<file path="config.mk">
export PLATFORM = sky130hd
export DESIGN_NAME = mesh_chunk_stream_parser_unit
export DESIGN_NICKNAME = d
export VERILOG_FILES = /design/src/mcsp_pkg.sv /design/src/mcsp_front.sv /design/src/mcsp_queue.sv /design/src/mcsp_back.sv /design/src/mesh_chunk_stream_parser_unit.sv
export VERILOG_INCLUDE_DIRS = /design/src /design/src/src
export SDC_FILE = /design/constraint.sdc
export NUM_CORES = 2
export LEC_CHECK = 0
export BUFFER_PORTS_ARGS = -buffer_cell sky130_fd_sc_hd__buf_2
export CORE_UTILIZATION = 55
export CTS_BUF_LIST = sky130_fd_sc_hd__clkbuf_4
export DETAILED_ROUTE_END_ITERATION = 7
export GPL_TIMING_DRIVEN = 0
export MAX_ROUTING_LAYER = met4
export PLACE_DENSITY = 0.72
export SYNTH_ARGS = -nofsm -noshare
export SYNTH_HDL_FRONTEND = slang
export SYNTH_SLANG_ARGS = --single-unit
</file>
<file path="constraint.sdc">
create_clock -name clock -period 11.2 [get_ports clock]
set_input_delay 1.12 -clock clock [delete_from_list [all_inputs] [get_ports clock]]
set_output_delay 1.12 -clock clock [all_outputs]
set_load 0.005 [all_outputs]
</file>
<file path="src/mesh_chunk_stream_parser_unit_macros.svh">
// assertion helper macros for the mesh chunk parser
`ifndef MESH_CHUNK_STREAM_PARSER_UNIT_MACROS_SVH
`define MESH_CHUNK_STREAM_PARSER_UNIT_MACROS_SVH
// check that a condition implies another on the same edge
`define MCSP_ASSERT_IMP(lbl, clk, rst, cond, prop) \
   lbl: assert property (@(posedge clk) disable iff (rst) (cond) |-> (prop)) \
      else $error("assertion failed");
// check that a condition implies another on the next edge
`define MCSP_ASSERT_NEXT(lbl, clk, rst, cond, prop) \
   lbl: assert property (@(posedge clk) disable iff (rst) (cond) |=> (prop)) \
      else $error("assertion failed");
`endif

</file>
<file path="src/mcsp_pkg.sv">
// ---------------------------------------------------------------------------
// mcsp_pkg
// shared types and constants of the mesh chunk stream parser
// ---------------------------------------------------------------------------
package mcsp_pkg;

   localparam int BufLen = 18;

   // parse modes
   localparam logic [4:0] M_ID   = 5'd0;
   localparam logic [4:0] M_LEN  = 5'd1;
   localparam logic [4:0] M_OBJ  = 5'd2;
   localparam logic [4:0] M_SKIP = 5'd3;
   localparam logic [4:0] M_PTC  = 5'd4;
   localparam logic [4:0] M_PTS  = 5'd5;
   localparam logic [4:0] M_TCC  = 5'd6;
   localparam logic [4:0] M_TCS  = 5'd7;
   localparam logic [4:0] M_FCC  = 5'd8;
   localparam logic [4:0] M_FCS  = 5'd9;
   localparam logic [4:0] M_MATN = 5'd10;
   localparam logic [4:0] M_COL  = 5'd11;
   localparam logic [4:0] M_PROP = 5'd12;
   localparam logic [4:0] M_GRPN = 5'd13;
   localparam logic [4:0] M_GRPC = 5'd14;
   localparam logic [4:0] M_GRPL = 5'd15;
   localparam logic [4:0] M_MAP  = 5'd16;
   localparam logic [4:0] M_DONE = 5'd17;

   // record kinds
   localparam logic [3:0] K_OBJN  = 4'd0;
   localparam logic [3:0] K_POINT = 4'd1;
   localparam logic [3:0] K_TEX   = 4'd2;
   localparam logic [3:0] K_FACE  = 4'd3;
   localparam logic [3:0] K_MATN  = 4'd4;
   localparam logic [3:0] K_COL   = 4'd5;
   localparam logic [3:0] K_PROP  = 4'd6;
   localparam logic [3:0] K_GRPN  = 4'd7;
   localparam logic [3:0] K_GRPR  = 4'd8;
   localparam logic [3:0] K_OBJR  = 4'd9;
   localparam logic [3:0] K_DONE  = 4'd10;

   // value formats
   localparam logic [1:0] F_FLOAT = 2'd0;
   localparam logic [1:0] F_INT   = 2'd1;
   localparam logic [1:0] F_UNK   = 2'd2;

   // chunk tags
   localparam logic [15:0] T_MAIN  = 16'h4d4d;
   localparam logic [15:0] T_OBJ   = 16'h4000;
   localparam logic [15:0] T_MESH  = 16'h4100;
   localparam logic [15:0] T_EDIT  = 16'h3d3d;
   localparam logic [15:0] T_MATB  = 16'hAFFF;
   localparam logic [15:0] T_MAPA  = 16'hA200;
   localparam logic [15:0] T_MAPB  = 16'hA230;
   localparam logic [15:0] T_MAPC  = 16'hA33A;
   localparam logic [15:0] T_PTS   = 16'h4110;
   localparam logic [15:0] T_FACES = 16'h4120;
   localparam logic [15:0] T_GRP   = 16'h4130;
   localparam logic [15:0] T_TEX   = 16'h4140;
   localparam logic [15:0] T_MATN  = 16'hA000;
   localparam logic [15:0] T_AMB   = 16'hA010;
   localparam logic [15:0] T_DIF   = 16'hA020;
   localparam logic [15:0] T_SPC   = 16'hA030;
   localparam logic [15:0] T_SHIN  = 16'hA040;
   localparam logic [15:0] T_TRN   = 16'hA050;
   localparam logic [15:0] T_MAPN  = 16'hA300;
   localparam logic [7:0]  S_FLT   = 8'h10;
   localparam logic [7:0]  S_BYTE  = 8'h11;
   localparam logic [7:0]  S_PCT   = 8'h30;

   // one result record
   typedef struct packed {
      logic [3:0]  record_kind;
      logic [31:0] word_a;
      logic [31:0] word_b;
      logic [31:0] word_c;
      logic [7:0]  name_byte;
      logic [2:0]  prop_select;
      logic [1:0]  value_format;
      logic        last_in_run;
   } rec_type;

   // classified work for the back part, up to two records per byte
   typedef struct packed {
      logic    two;
      rec_type r0;
      rec_type r1;
   } work_type;

   localparam int WorkW = $bits(work_type);

endpackage

</file>
<file path="src/mcsp_front.sv">
// ---------------------------------------------------------------------------
// mcsp_front
// byte parser: chunk headers, field capture and record building
// ---------------------------------------------------------------------------
module mcsp_front (
   input  logic                clock,
   input  logic                reset,
   input  logic                in_valid,
   input  logic [7:0]          in_byte,
   input  logic                in_eos,
   output logic                work_valid,
   output mcsp_pkg::work_type  work
);

   logic [4:0]  mode_ff, mode_in;
   logic [15:0] tag_ff, tag_in;
   logic [31:0] size_ff, size_in;
   logic [7:0]  buf_ff [mcsp_pkg::BufLen];
   logic [31:0] pos_ff, pos_in;
   logic [31:0] ecnt_ff, ecnt_in;
   logic [15:0] eexp_ff, eexp_in;
   logic [31:0] ptot_ff, ptot_in;
   logic [15:0] pbase_ff, pbase_in;
   logic [1:0]  objs_ff, objs_in;
   logic [47:0] cur_ff, cur_in;
   logic [47:0] prev_ff, prev_in;
   logic [31:0] gtot_ff, gtot_in;

   logic [31:0] pos1;
   logic        store;
   logic [7:0]  fb [mcsp_pkg::BufLen];
   logic [15:0] h16;
   logic [31:0] h32;
   logic [31:0] st;
   logic [31:0] ecnt1;
   logic [31:0] ptot1;
   logic        n0;
   logic        n1;
   mcsp_pkg::rec_type rec;

   // buffer view with the current byte merged in
   always_comb begin
      for (int i = 0; i < mcsp_pkg::BufLen; i++) begin
         fb[i] = buf_ff[i];
         if (store && pos_ff == 32'(i)) fb[i] = in_byte;
      end
   end

   assign pos1  = pos_ff + 32'd1;
   assign store = in_valid && pos_ff < 32'(mcsp_pkg::BufLen) && mode_ff != mcsp_pkg::M_SKIP
                  && mode_ff != mcsp_pkg::M_DONE;
   assign h16   = {fb[1], fb[0]};
   assign h32   = {fb[3], fb[2], fb[1], fb[0]};
   assign ecnt1 = ecnt_ff + 32'd1;
   assign ptot1 = ptot_ff + 32'd1;

   // main parse step
   always_comb begin
      mode_in = mode_ff; tag_in = tag_ff; size_in = size_ff; pos_in = pos_ff;
      ecnt_in = ecnt_ff; eexp_in = eexp_ff; ptot_in = ptot_ff; pbase_in = pbase_ff;
      objs_in = objs_ff; cur_in = cur_ff; prev_in = prev_ff; gtot_in = gtot_ff;
      rec = '0; n0 = 1'b0; st = cur_ff[31:0];
      if (mode_ff != mcsp_pkg::M_SKIP && mode_ff != mcsp_pkg::M_DONE) pos_in = pos1;
      unique case (mode_ff)
         mcsp_pkg::M_ID: begin
            if (pos1 == 32'd2) begin
               tag_in = h16; pos_in = '0; mode_in = mcsp_pkg::M_LEN;
            end
         end
         mcsp_pkg::M_LEN: begin
            if (pos1 == 32'd4) begin
               size_in = h32; pos_in = '0;
               unique case (tag_ff)
                  mcsp_pkg::T_MAIN, mcsp_pkg::T_MESH, mcsp_pkg::T_EDIT, mcsp_pkg::T_MATB,
                  mcsp_pkg::T_MAPA, mcsp_pkg::T_MAPB, mcsp_pkg::T_MAPC:
                     mode_in = mcsp_pkg::M_ID;
                  mcsp_pkg::T_OBJ:   mode_in = mcsp_pkg::M_OBJ;
                  mcsp_pkg::T_PTS:   mode_in = mcsp_pkg::M_PTC;
                  mcsp_pkg::T_FACES: mode_in = mcsp_pkg::M_FCC;
                  mcsp_pkg::T_GRP:   mode_in = mcsp_pkg::M_GRPN;
                  mcsp_pkg::T_TEX:   mode_in = mcsp_pkg::M_TCC;
                  mcsp_pkg::T_MATN:  mode_in = mcsp_pkg::M_MATN;
                  mcsp_pkg::T_AMB, mcsp_pkg::T_DIF, mcsp_pkg::T_SPC:
                     mode_in = (h32 <= 32'd6) ? mcsp_pkg::M_ID : mcsp_pkg::M_COL;
                  mcsp_pkg::T_SHIN, mcsp_pkg::T_TRN:
                     mode_in = (h32 <= 32'd6) ? mcsp_pkg::M_ID : mcsp_pkg::M_PROP;
                  mcsp_pkg::T_MAPN:  mode_in = mcsp_pkg::M_MAP;
                  default: begin
                     ecnt_in = 32'd6;
                     mode_in = (h32 <= 32'd6) ? mcsp_pkg::M_ID : mcsp_pkg::M_SKIP;
                  end
               endcase
            end
         end
         mcsp_pkg::M_OBJ: begin
            n0 = 1'b1; rec.record_kind = mcsp_pkg::K_OBJN; rec.name_byte = in_byte;
            if (in_byte == 8'd0) begin
               prev_in = cur_ff; cur_in = '0;
               if (objs_ff < 2'd2) objs_in = objs_ff + 2'd1;
               mode_in = mcsp_pkg::M_ID; pos_in = '0;
            end
         end
         mcsp_pkg::M_PTC, mcsp_pkg::M_TCC: begin
            if (pos1 == 32'd2) begin
               eexp_in = h16; pos_in = '0; ecnt_in = '0;
               if (h16 == 16'd0) begin
                  if (mode_ff == mcsp_pkg::M_PTC) pbase_in = ptot_ff[15:0];
                  mode_in = mcsp_pkg::M_ID;
               end else begin
                  mode_in = (mode_ff == mcsp_pkg::M_PTC) ? mcsp_pkg::M_PTS : mcsp_pkg::M_TCS;
               end
            end
         end
         mcsp_pkg::M_PTS: begin
            if (pos1 == 32'd12) begin
               n0 = 1'b1; rec.record_kind = mcsp_pkg::K_POINT;
               rec.word_a = {fb[3], fb[2], fb[1], fb[0]};
               rec.word_b = {fb[7], fb[6], fb[5], fb[4]};
               rec.word_c = {fb[11], fb[10], fb[9], fb[8]};
               ptot_in = ptot1; ecnt_in = ecnt1; pos_in = '0;
               if (ecnt1 >= {16'd0, eexp_ff}) begin
                  mode_in = mcsp_pkg::M_ID;
                  pbase_in = ptot1[15:0] - eexp_ff;
               end
            end
         end
         mcsp_pkg::M_TCS: begin
            if (pos1 == 32'd8) begin
               n0 = 1'b1; rec.record_kind = mcsp_pkg::K_TEX;
               rec.word_a = {fb[3], fb[2], fb[1], fb[0]};
               rec.word_b = {fb[7], fb[6], fb[5], fb[4]};
               ecnt_in = ecnt1; pos_in = '0;
               if (ecnt1 >= {16'd0, eexp_ff}) mode_in = mcsp_pkg::M_ID;
            end
         end
         mcsp_pkg::M_FCC: begin
            if (pos1 == 32'd2) begin
               eexp_in = h16;
               if (objs_ff > 2'd1) st = prev_ff[31:0] + {16'd0, prev_ff[47:32]};
               cur_in = {h16, st};
               n0 = 1'b1; rec.record_kind = mcsp_pkg::K_OBJR;
               rec.word_a = st; rec.word_b = {16'd0, h16};
               pos_in = '0; ecnt_in = '0;
               mode_in = (h16 == 16'd0) ? mcsp_pkg::M_ID : mcsp_pkg::M_FCS;
            end
         end
         mcsp_pkg::M_FCS: begin
            if (pos1 == 32'd8) begin
               n0 = 1'b1; rec.record_kind = mcsp_pkg::K_FACE;
               rec.word_a = {16'd0, {fb[1], fb[0]} + pbase_ff};
               rec.word_b = {16'd0, {fb[3], fb[2]} + pbase_ff};
               rec.word_c = {16'd0, {fb[5], fb[4]} + pbase_ff};
               ecnt_in = ecnt1; pos_in = '0;
               if (ecnt1 >= {16'd0, eexp_ff}) mode_in = mcsp_pkg::M_ID;
            end
         end
         mcsp_pkg::M_MATN, mcsp_pkg::M_GRPN, mcsp_pkg::M_MAP: begin
            if (mode_ff != mcsp_pkg::M_MAP) begin
               n0 = 1'b1;
               rec.record_kind = (mode_ff == mcsp_pkg::M_MATN) ? mcsp_pkg::K_MATN
                                                                : mcsp_pkg::K_GRPN;
               rec.name_byte = in_byte;
            end
            if (in_byte == 8'd0) begin
               mode_in = (mode_ff == mcsp_pkg::M_GRPN) ? mcsp_pkg::M_GRPC : mcsp_pkg::M_ID;
               pos_in = '0;
            end
         end
         mcsp_pkg::M_COL, mcsp_pkg::M_PROP: begin
            if (pos1 == size_ff - 32'd6) begin
               n0 = 1'b1; rec.value_format = mcsp_pkg::F_UNK;
               if (mode_ff == mcsp_pkg::M_COL) begin
                  rec.record_kind = mcsp_pkg::K_COL;
                  rec.prop_select = (tag_ff == mcsp_pkg::T_AMB) ? 3'd0 :
                                    (tag_ff == mcsp_pkg::T_DIF) ? 3'd1 : 3'd2;
                  if (fb[0] == mcsp_pkg::S_FLT) begin
                     rec.word_a = {fb[9], fb[8], fb[7], fb[6]};
                     rec.word_b = {fb[13], fb[12], fb[11], fb[10]};
                     rec.word_c = {fb[17], fb[16], fb[15], fb[14]};
                     rec.value_format = mcsp_pkg::F_FLOAT;
                  end else if (fb[0] == mcsp_pkg::S_BYTE) begin
                     rec.word_a = {24'd0, fb[6]};
                     rec.word_b = {24'd0, fb[7]};
                     rec.word_c = {24'd0, fb[8]};
                     rec.value_format = mcsp_pkg::F_INT;
                  end
               end else begin
                  rec.record_kind = mcsp_pkg::K_PROP;
                  rec.prop_select = (tag_ff == mcsp_pkg::T_SHIN) ? 3'd3 : 3'd4;
                  if (fb[0] == mcsp_pkg::S_PCT) begin
                     rec.word_a = {16'd0, fb[7], fb[6]};
                     rec.value_format = mcsp_pkg::F_INT;
                  end else if (fb[0] == mcsp_pkg::S_BYTE) begin
                     rec.word_a = {fb[9], fb[8], fb[7], fb[6]};
                     rec.value_format = mcsp_pkg::F_FLOAT;
                  end
               end
               mode_in = mcsp_pkg::M_ID; pos_in = '0;
            end
         end
         mcsp_pkg::M_GRPC: begin
            if (pos1 == 32'd2) begin
               eexp_in = h16;
               n0 = 1'b1; rec.record_kind = mcsp_pkg::K_GRPR;
               rec.word_a = gtot_ff; rec.word_b = {16'd0, h16};
               gtot_in = gtot_ff + {16'd0, h16};
               pos_in = '0; ecnt_in = '0;
               mode_in = (h16 == 16'd0) ? mcsp_pkg::M_ID : mcsp_pkg::M_GRPL;
            end
         end
         mcsp_pkg::M_GRPL: begin
            if (pos1 == 32'd2) begin
               ecnt_in = ecnt1; pos_in = '0;
               if (ecnt1 >= {16'd0, eexp_ff}) mode_in = mcsp_pkg::M_ID;
            end
         end
         mcsp_pkg::M_SKIP: begin
            ecnt_in = ecnt1;
            if (ecnt1 >= size_ff) mode_in = mcsp_pkg::M_ID;
         end
         default: ;
      endcase
      if (in_eos) mode_in = mcsp_pkg::M_DONE;
   end

   // pack records: done record rides second or alone
   always_comb begin
      n1 = in_eos;
      work = '0;
      work.two = n0 && n1;
      if (n0) begin
         work.r0 = rec;
         work.r0.last_in_run = !n1;
         work.r1.record_kind = mcsp_pkg::K_DONE;
         work.r1.last_in_run = 1'b1;
      end else begin
         work.r0.record_kind = mcsp_pkg::K_DONE;
         work.r0.last_in_run = 1'b1;
      end
   end
   assign work_valid = in_valid && (n0 || n1);

   // parse state
   always_ff @(posedge clock) begin
      if (reset) begin
         mode_ff <= mcsp_pkg::M_ID; tag_ff <= '0; size_ff <= '0; pos_ff <= '0;
         ecnt_ff <= '0; eexp_ff <= '0; ptot_ff <= '0; pbase_ff <= '0; objs_ff <= '0;
         cur_ff <= '0; prev_ff <= '0; gtot_ff <= '0;
      end else if (in_valid && mode_ff != mcsp_pkg::M_DONE) begin
         mode_ff <= mode_in; tag_ff <= tag_in; size_ff <= size_in; pos_ff <= pos_in;
         ecnt_ff <= ecnt_in; eexp_ff <= eexp_in; ptot_ff <= ptot_in; pbase_ff <= pbase_in;
         objs_ff <= objs_in; cur_ff <= cur_in; prev_ff <= prev_in; gtot_ff <= gtot_in;
      end
   end

   // capture buffer
   always_ff @(posedge clock) begin
      for (int i = 0; i < mcsp_pkg::BufLen; i++) begin
         if (store && pos_ff == 32'(i)) buf_ff[i] <= in_byte;
      end
   end

endmodule

</file>
<file path="src/mcsp_queue.sv">
// ---------------------------------------------------------------------------
// mcsp_queue
// short work queue between parser and record sender
// ---------------------------------------------------------------------------
`include "mesh_chunk_stream_parser_unit_macros.svh"
module mcsp_queue (
   input  logic                clock,
   input  logic                reset,
   input  logic                wr_en,
   input  mcsp_pkg::work_type  wr_data,
   output logic                full,
   input  logic                rd_en,
   output logic                empty,
   output mcsp_pkg::work_type  rd_data
);

   mcsp_pkg::work_type mem_ff [4];
   logic [1:0] wp_ff, rp_ff;
   logic [2:0] cnt_ff;

   assign full    = cnt_ff == 3'd4;
   assign empty   = cnt_ff == 3'd0;
   assign rd_data = mem_ff[rp_ff];

   // storage
   always_ff @(posedge clock) begin
      if (wr_en && !full) mem_ff[wp_ff] <= wr_data;
   end

   // pointers
   always_ff @(posedge clock) begin
      if (reset) begin
         wp_ff <= '0; rp_ff <= '0; cnt_ff <= '0;
      end else begin
         if (wr_en && !full) wp_ff <= wp_ff + 2'd1;
         if (rd_en && !empty) rp_ff <= rp_ff + 2'd1;
         cnt_ff <= cnt_ff + 3'((wr_en && !full) ? 1 : 0) - 3'((rd_en && !empty) ? 1 : 0);
      end
   end

   `MCSP_ASSERT_IMP(a_cnt_range, clock, reset, 1'b1, cnt_ff <= 3'd4)
   `MCSP_ASSERT_NEXT(a_fill, clock, reset, wr_en && !full && !rd_en, !empty)
   `MCSP_ASSERT_IMP(a_ptr, clock, reset, empty || full, wp_ff == rp_ff)

endmodule

</file>
<file path="src/mcsp_back.sv">
// ---------------------------------------------------------------------------
// mcsp_back
// record sender: splits one or two records and holds them for the consumer
// ---------------------------------------------------------------------------
`include "mesh_chunk_stream_parser_unit_macros.svh"
module mcsp_back (
   input  logic                clock,
   input  logic                reset,
   input  logic                q_empty,
   input  mcsp_pkg::work_type  q_data,
   output logic                q_pop,
   output logic                out_empty,
   input  logic                out_pop,
   output mcsp_pkg::rec_type   out_rec
);

   logic half_ff;
   logic last_of_entry;

   assign out_empty     = q_empty;
   assign out_rec       = (q_data.two && half_ff) ? q_data.r1 : q_data.r0;
   assign last_of_entry = !q_data.two || half_ff;
   assign q_pop         = out_pop && !q_empty && last_of_entry;

   // second-record selector
   always_ff @(posedge clock) begin
      if (reset) half_ff <= 1'b0;
      else if (out_pop && !q_empty) half_ff <= !last_of_entry;
   end

   `MCSP_ASSERT_IMP(a_half, clock, reset, half_ff, !q_empty && q_data.two)
   `MCSP_ASSERT_IMP(a_last, clock, reset, q_pop, out_rec.last_in_run)

endmodule

</file>
<file path="src/mesh_chunk_stream_parser_unit.sv">
// ---------------------------------------------------------------------------
// mesh_chunk_stream_parser_unit
// mesh file chunk parser; while full is low, it takes one byte per cycle
// ---------------------------------------------------------------------------
// usage:
//  - bytes go in on req_data_byte with req_end_of_stream on the last one;
//    a word is taken when push is high and full is low
//  - records come out queue-style: while rsp empty is low the oldest record
//    is on the rsp_ ports, taken when pop is high
//  - the parser takes one byte every cycle while full is low; a byte makes
//    zero, one or two records, written to a four-entry work queue at the
//    same edge that takes the byte
//  - a record is stored in the work queue and shows on the rsp_ ports once older records have left
//  - throughput: one record per cycle out while empty is low and pop is high; a byte with two records takes
//    two pops to leave the queue
//  - a stalled consumer fills the queue, then full rises and input waits
//  - reset clears the parser to read a chunk id and empties the queue
//  - full is held high for bytes while the queue cannot take a word
// ---------------------------------------------------------------------------
module mesh_chunk_stream_parser_unit (
   input  logic        clock,
   input  logic        reset,
   input  logic        push,
   output logic        full,
   input  logic [7:0]  req_data_byte,
   input  logic        req_end_of_stream,
   output logic        empty,
   input  logic        pop,
   output logic [3:0]  rsp_record_kind,
   output logic [31:0] rsp_word_a,
   output logic [31:0] rsp_word_b,
   output logic [31:0] rsp_word_c,
   output logic [7:0]  rsp_name_byte,
   output logic [2:0]  rsp_prop_select,
   output logic [1:0]  rsp_value_format,
   output logic        rsp_last_in_run
);

   logic               acc;
   logic               wv;
   logic               q_full;
   logic               q_empty;
   logic               q_pop;
   mcsp_pkg::work_type w;
   mcsp_pkg::work_type qd;
   mcsp_pkg::rec_type  r;

   assign full = q_full;
   assign acc  = push && !q_full;

   // front parser
   mcsp_front u_front (
      .clock(clock), .reset(reset), .in_valid(acc), .in_byte(req_data_byte),
      .in_eos(req_end_of_stream), .work_valid(wv), .work(w)
   );

   // decoupling queue
   mcsp_queue u_queue (
      .clock(clock), .reset(reset), .wr_en(wv), .wr_data(w), .full(q_full),
      .rd_en(q_pop), .empty(q_empty), .rd_data(qd)
   );

   // record sender
   mcsp_back u_back (
      .clock(clock), .reset(reset), .q_empty(q_empty), .q_data(qd), .q_pop(q_pop),
      .out_empty(empty), .out_pop(pop), .out_rec(r)
   );

   assign rsp_record_kind  = r.record_kind;
   assign rsp_word_a       = r.word_a;
   assign rsp_word_b       = r.word_b;
   assign rsp_word_c       = r.word_c;
   assign rsp_name_byte    = r.name_byte;
   assign rsp_prop_select  = r.prop_select;
   assign rsp_value_format = r.value_format;
   assign rsp_last_in_run  = r.last_in_run;

endmodule
</file>
==> impl_metrics.py <==
metrics = {
    "placement": {
        "place.gp.congestion": 1.00,
        "dp_slack_ps": 3620,
        "dpl.hpwl_um": 107000,
        "port_buffers": 127,
        "placed_area_mm2": 0.0486,
    },
    "logic_synthesis": {
        "syn_nets": 4501,
        "yosys_warnings": 0,
        "yosysUniqueCellTypes": 94,
        "async_flop_share": 0,
        "synth_compound_area_frac": 0.110,
        "yosysSeqAreaShare": 0.494,
        "syn-cell-area_mm2": 0.0464,
        "synth_xor_area_frac": 0.0510,
        "synthMuxAreaShare": 0.105,
        "synth_edf_count": 464,
        "syn-mean-instance-area_um2": 10.7,
        "synthSimpleGateAreaFrac": 0.162,
        "synth_seq_cells": 913,
        "synth_top_family_by_area": "simple AND/OR/NAND/NOR gates",
        "synth-adder-area-share": 0.0451,
        "ys.flop_type": "edfxtp_1",
        "synthCells": 4325,
    },
    "worst_hold_path": {
        "min-delay-path-class": "primary input to flip-flop",
    },
    "timing": {
        "fin_crit_ps": 7570,
        "fin_skew_ps": 68.0,
        "slew_viol_final": 0,
        "rsz0062_at_grt": "no",
        "fin_tns_setup_ps": 0,
        "setup_viol": 0,
        "hold_viol": 0,
        "layout_setup_ws_ps": 3630,
        "hold_ws_ps": 421,
        "timing.fmax_ghz": 0.132,
        "worstMarginPinSlew_ps": 1410,
        "timing.final.crit_share": 0.676,
        "slew_headroom": 0.0475,
    },
    "layout": {
        "mostFrequentLayoutCells": "edfxtp_1 (464), nand2_1 (461), dfxtp_1 (449)",
        "syn_to_final_growth_pct": 11.1,
        "fill_cells": 6877,
        "design_area_mm2": 0.0516,
        "layout_commonest_cell": "edfxtp_1",
        "drive_gt1_frac": 0.165,
        "fin_nets": 4862,
    },
    "routing": {
        "vias": 37000,
        "routed_wl_um": 146000,
        "firstDrtPassIters": 8,
        "drt-wirelength-per-cell_um": 24.5,
        "antenna_left": 0,
        "vias_per_cell": 6.22,
        "drcViolationCount": 0,
        "drt_iter0_drc": 3813,
    },
    "die": {
        "coreArea_mm2": 0.0836,
        "rows": 106,
        "die_h_um": 293,
        "die_w_um": 293,
        "io_pins": 129,
        "die-area_mm2": 0.0856,
        "initial_utilization": 0.555,
    },
    "global_routing": {
        "grt_first_pass_wirelength_um": 217000,
        "grt_overflow_total": 0,
        "use_met1": 0.449,
        "antenna_found_initial": 6,
        "grt_max_degree": 61,
        "grt_pass1_vias": 35000,
        "use_met3": 0.0636,
        "grt-busiest-layer": "met2",
        "gr-usage-met2": 0.529,
        "grt_usage": 0.348,
    },
    "flow_run": {
        "cap_viol_max_count": 0,
    },
    "critical_path": {
        "crit_buf_inv": 3,
        "critical_path_class": "flip-flop to flip-flop",
        "cp-start-kind": "flip-flop",
        "crit_chain": "clkbuf_1 > nor4_1 > nand4_1 > nor4_2 > mux2i_1 > inv_1 > ha_1 > inv_1 > fa_1 > nor2b_1 > o21ai_0 > a21boi_0 > o211a_1 > o21ai_0 > a21oi_1 > o41ai_1 > nor3_1 > o31ai_1 > o2111ai_1",
        "end_kind": "flip-flop",
        "crit_path_max_fanout": 9,
        "path_delay_family": "compound AO/OA/AOI/OAI gates",
        "critPathArrivalTime_ps": 8280,
        "slowest_delay_ps": 860,
        "cp.required_ps": 11910,
        "cpMaxStageDelayCell": "nor4_2",
    },
    "pwr": {
        "p_seq_frac": 0.442,
        "power_density_mw_per_mm2": 162,
        "clock_power_share": 0.335,
        "p_int_mw": 5.74,
        "sw_frac_of_total": 0.314,
        "p_switching_mw": 2.63,
        "ir_worst_vdd_mv": 0.112,
        "comb_power_share": 0.223,
        "cellLeakagePower_nw": 19.1,
    },
    "clock_tree": {
        "clockBufferDepth": 3,
        "cts_made_buffers": 222,
        "post_cts_buffers": 0,
        "cts.sinks": 913,
        "worstSkewPairLatency_ps": 1150,
        "cts_resized": 0,
        "cts_root_buf": "clkbuf_4",
        "htree_levels": 4,
        "cts_hold_buf": 0,
        "clk_pin_slew_worst_paths_ps": 60,
        "cts_tree": "built",
    },
    "status": {
        "run_status": "finished clean",
    },
}
## metrics by stage
step	total power, mW	instances	utilization
6_report	8.38	5946	0.617
5_1_grt	8.69	5945	0.617
4_1_cts	8.37	5943	0.617
3_5_place_dp	5.59	5542	0.582
3_3_place_gp	5.57	5532	0.579
2_1_floorplan	4.86	4325	-
## kinds of logic (layout without fill, tap and decap cells)
group	count (synthesis)	count (layout)
simple gates	1495	1495
other cells	0	3
fa+ha+maj	163	163
flops	913	913
buf+inv	400	938
xor+xnor	264	264
compound gates	763	763
mux	327	327
## routing by layer
| layer | vias up | part of all wire | wire length, µm |
|---|---|---|---|
| met5 | - | 0 | 0 |
| met4 | 0 | 0.051 | 7420 |
| met3 | 374 | 0.088 | 12700 |
| met2 | 1833 | 0.46 | 66300 |
| met1 | 18000 | 0.41 | 59200 |
| li1 | 16800 | - | - |
## state kept, by name (all words and copies together), names as in the netlist, named ones only
register	count
u_front.cur_ff	48
u_front.pbase_ff	16
u_front.ecnt_ff	32
u_back.half_ff	1
u_queue.rp_ff	2
u_front.gtot_ff	32
u_front.buf_ff	144
u_front.prev_ff	48
u_front.ptot_ff	16
u_front.eexp_ff	16
u_front.pos_ff	32
u_front.size_ff	32
u_queue.cnt_ff	3
u_front.mode_ff	5
u_front.objs_ff	2
u_queue.mem_ff	464
u_front.tag_ff	16
u_queue.wp_ff	2
## cells in the mapped netlist, drive strengths merged (29+ instances only)
library cell	count	area share
a21o	41	0.0066
a21oi	265	0.029
a22o	49	0.0092
and2	38	0.0051
and3	57	0.0077
buf	59	0.0065
clkbuf	192	0.016
dfxtp	449	0.19
edfxtp	464	0.30
ha	156	0.042
inv	149	0.012
mux2	101	0.025
mux2i	110	0.024
mux4	116	0.056
nand2	461	0.037
nand3	152	0.016
nand4	52	0.0075
nor2	272	0.022
nor2b	133	0.018
nor3	102	0.011
nor4	52	0.0082
o211ai	29	0.0047
o21ai	114	0.012
o221ai	33	0.0062
or3	41	0.0055
xnor2	166	0.031
xor2	94	0.018
## power groups by stage
stage / logic, mW / registers, mW / clock network, mW
final: 1.86 / 3.70 / 2.81
after floorplan: 1.09 / 3.77 / 0
after global placement: 1.78 / 3.79 / 0
after detailed placement: 1.81 / 3.77 / 0
after global routing: 1.94 / 3.72 / 3.03
after CTS: 1.82 / 3.70 / 2.85
## final cells by class
class	count	area, µm²	share of cell area
flip-flops and latches	913	22900	0.445
multi-input cells	3012	21900	0.426
clock buffers	333	2500	0.0485
well taps	1080	1350	0.0262
plain buffers	251	1020	0.0198
repair buffers	137	841	0.0163
inverters	149	559	0.0108
clock inverters	68	414	0.00803
diodes	3	7.51	0.000146
## path summary, 6_finish.rpt
kind                                    startpoint                     to  slack, ps  cells after the start
worst max-delay path            u_front.pos_ff[28]  u_queue.mem_ff[0][97]       3630                     19
worst min-delay path             req_end_of_stream     u_front.mode_ff[4]        420                      3
worst max register to register  u_front.pos_ff[28]  u_queue.mem_ff[0][97]       3630                     19
worst min register to register  u_front.cur_ff[41]    u_front.prev_ff[41]        450                      2
## worst min-delay path, cell delays in order
cell     delay (ps)
buf_2           160
a21oi_1         140
a21oi_1          70
(Power assumes the default switching activity.)
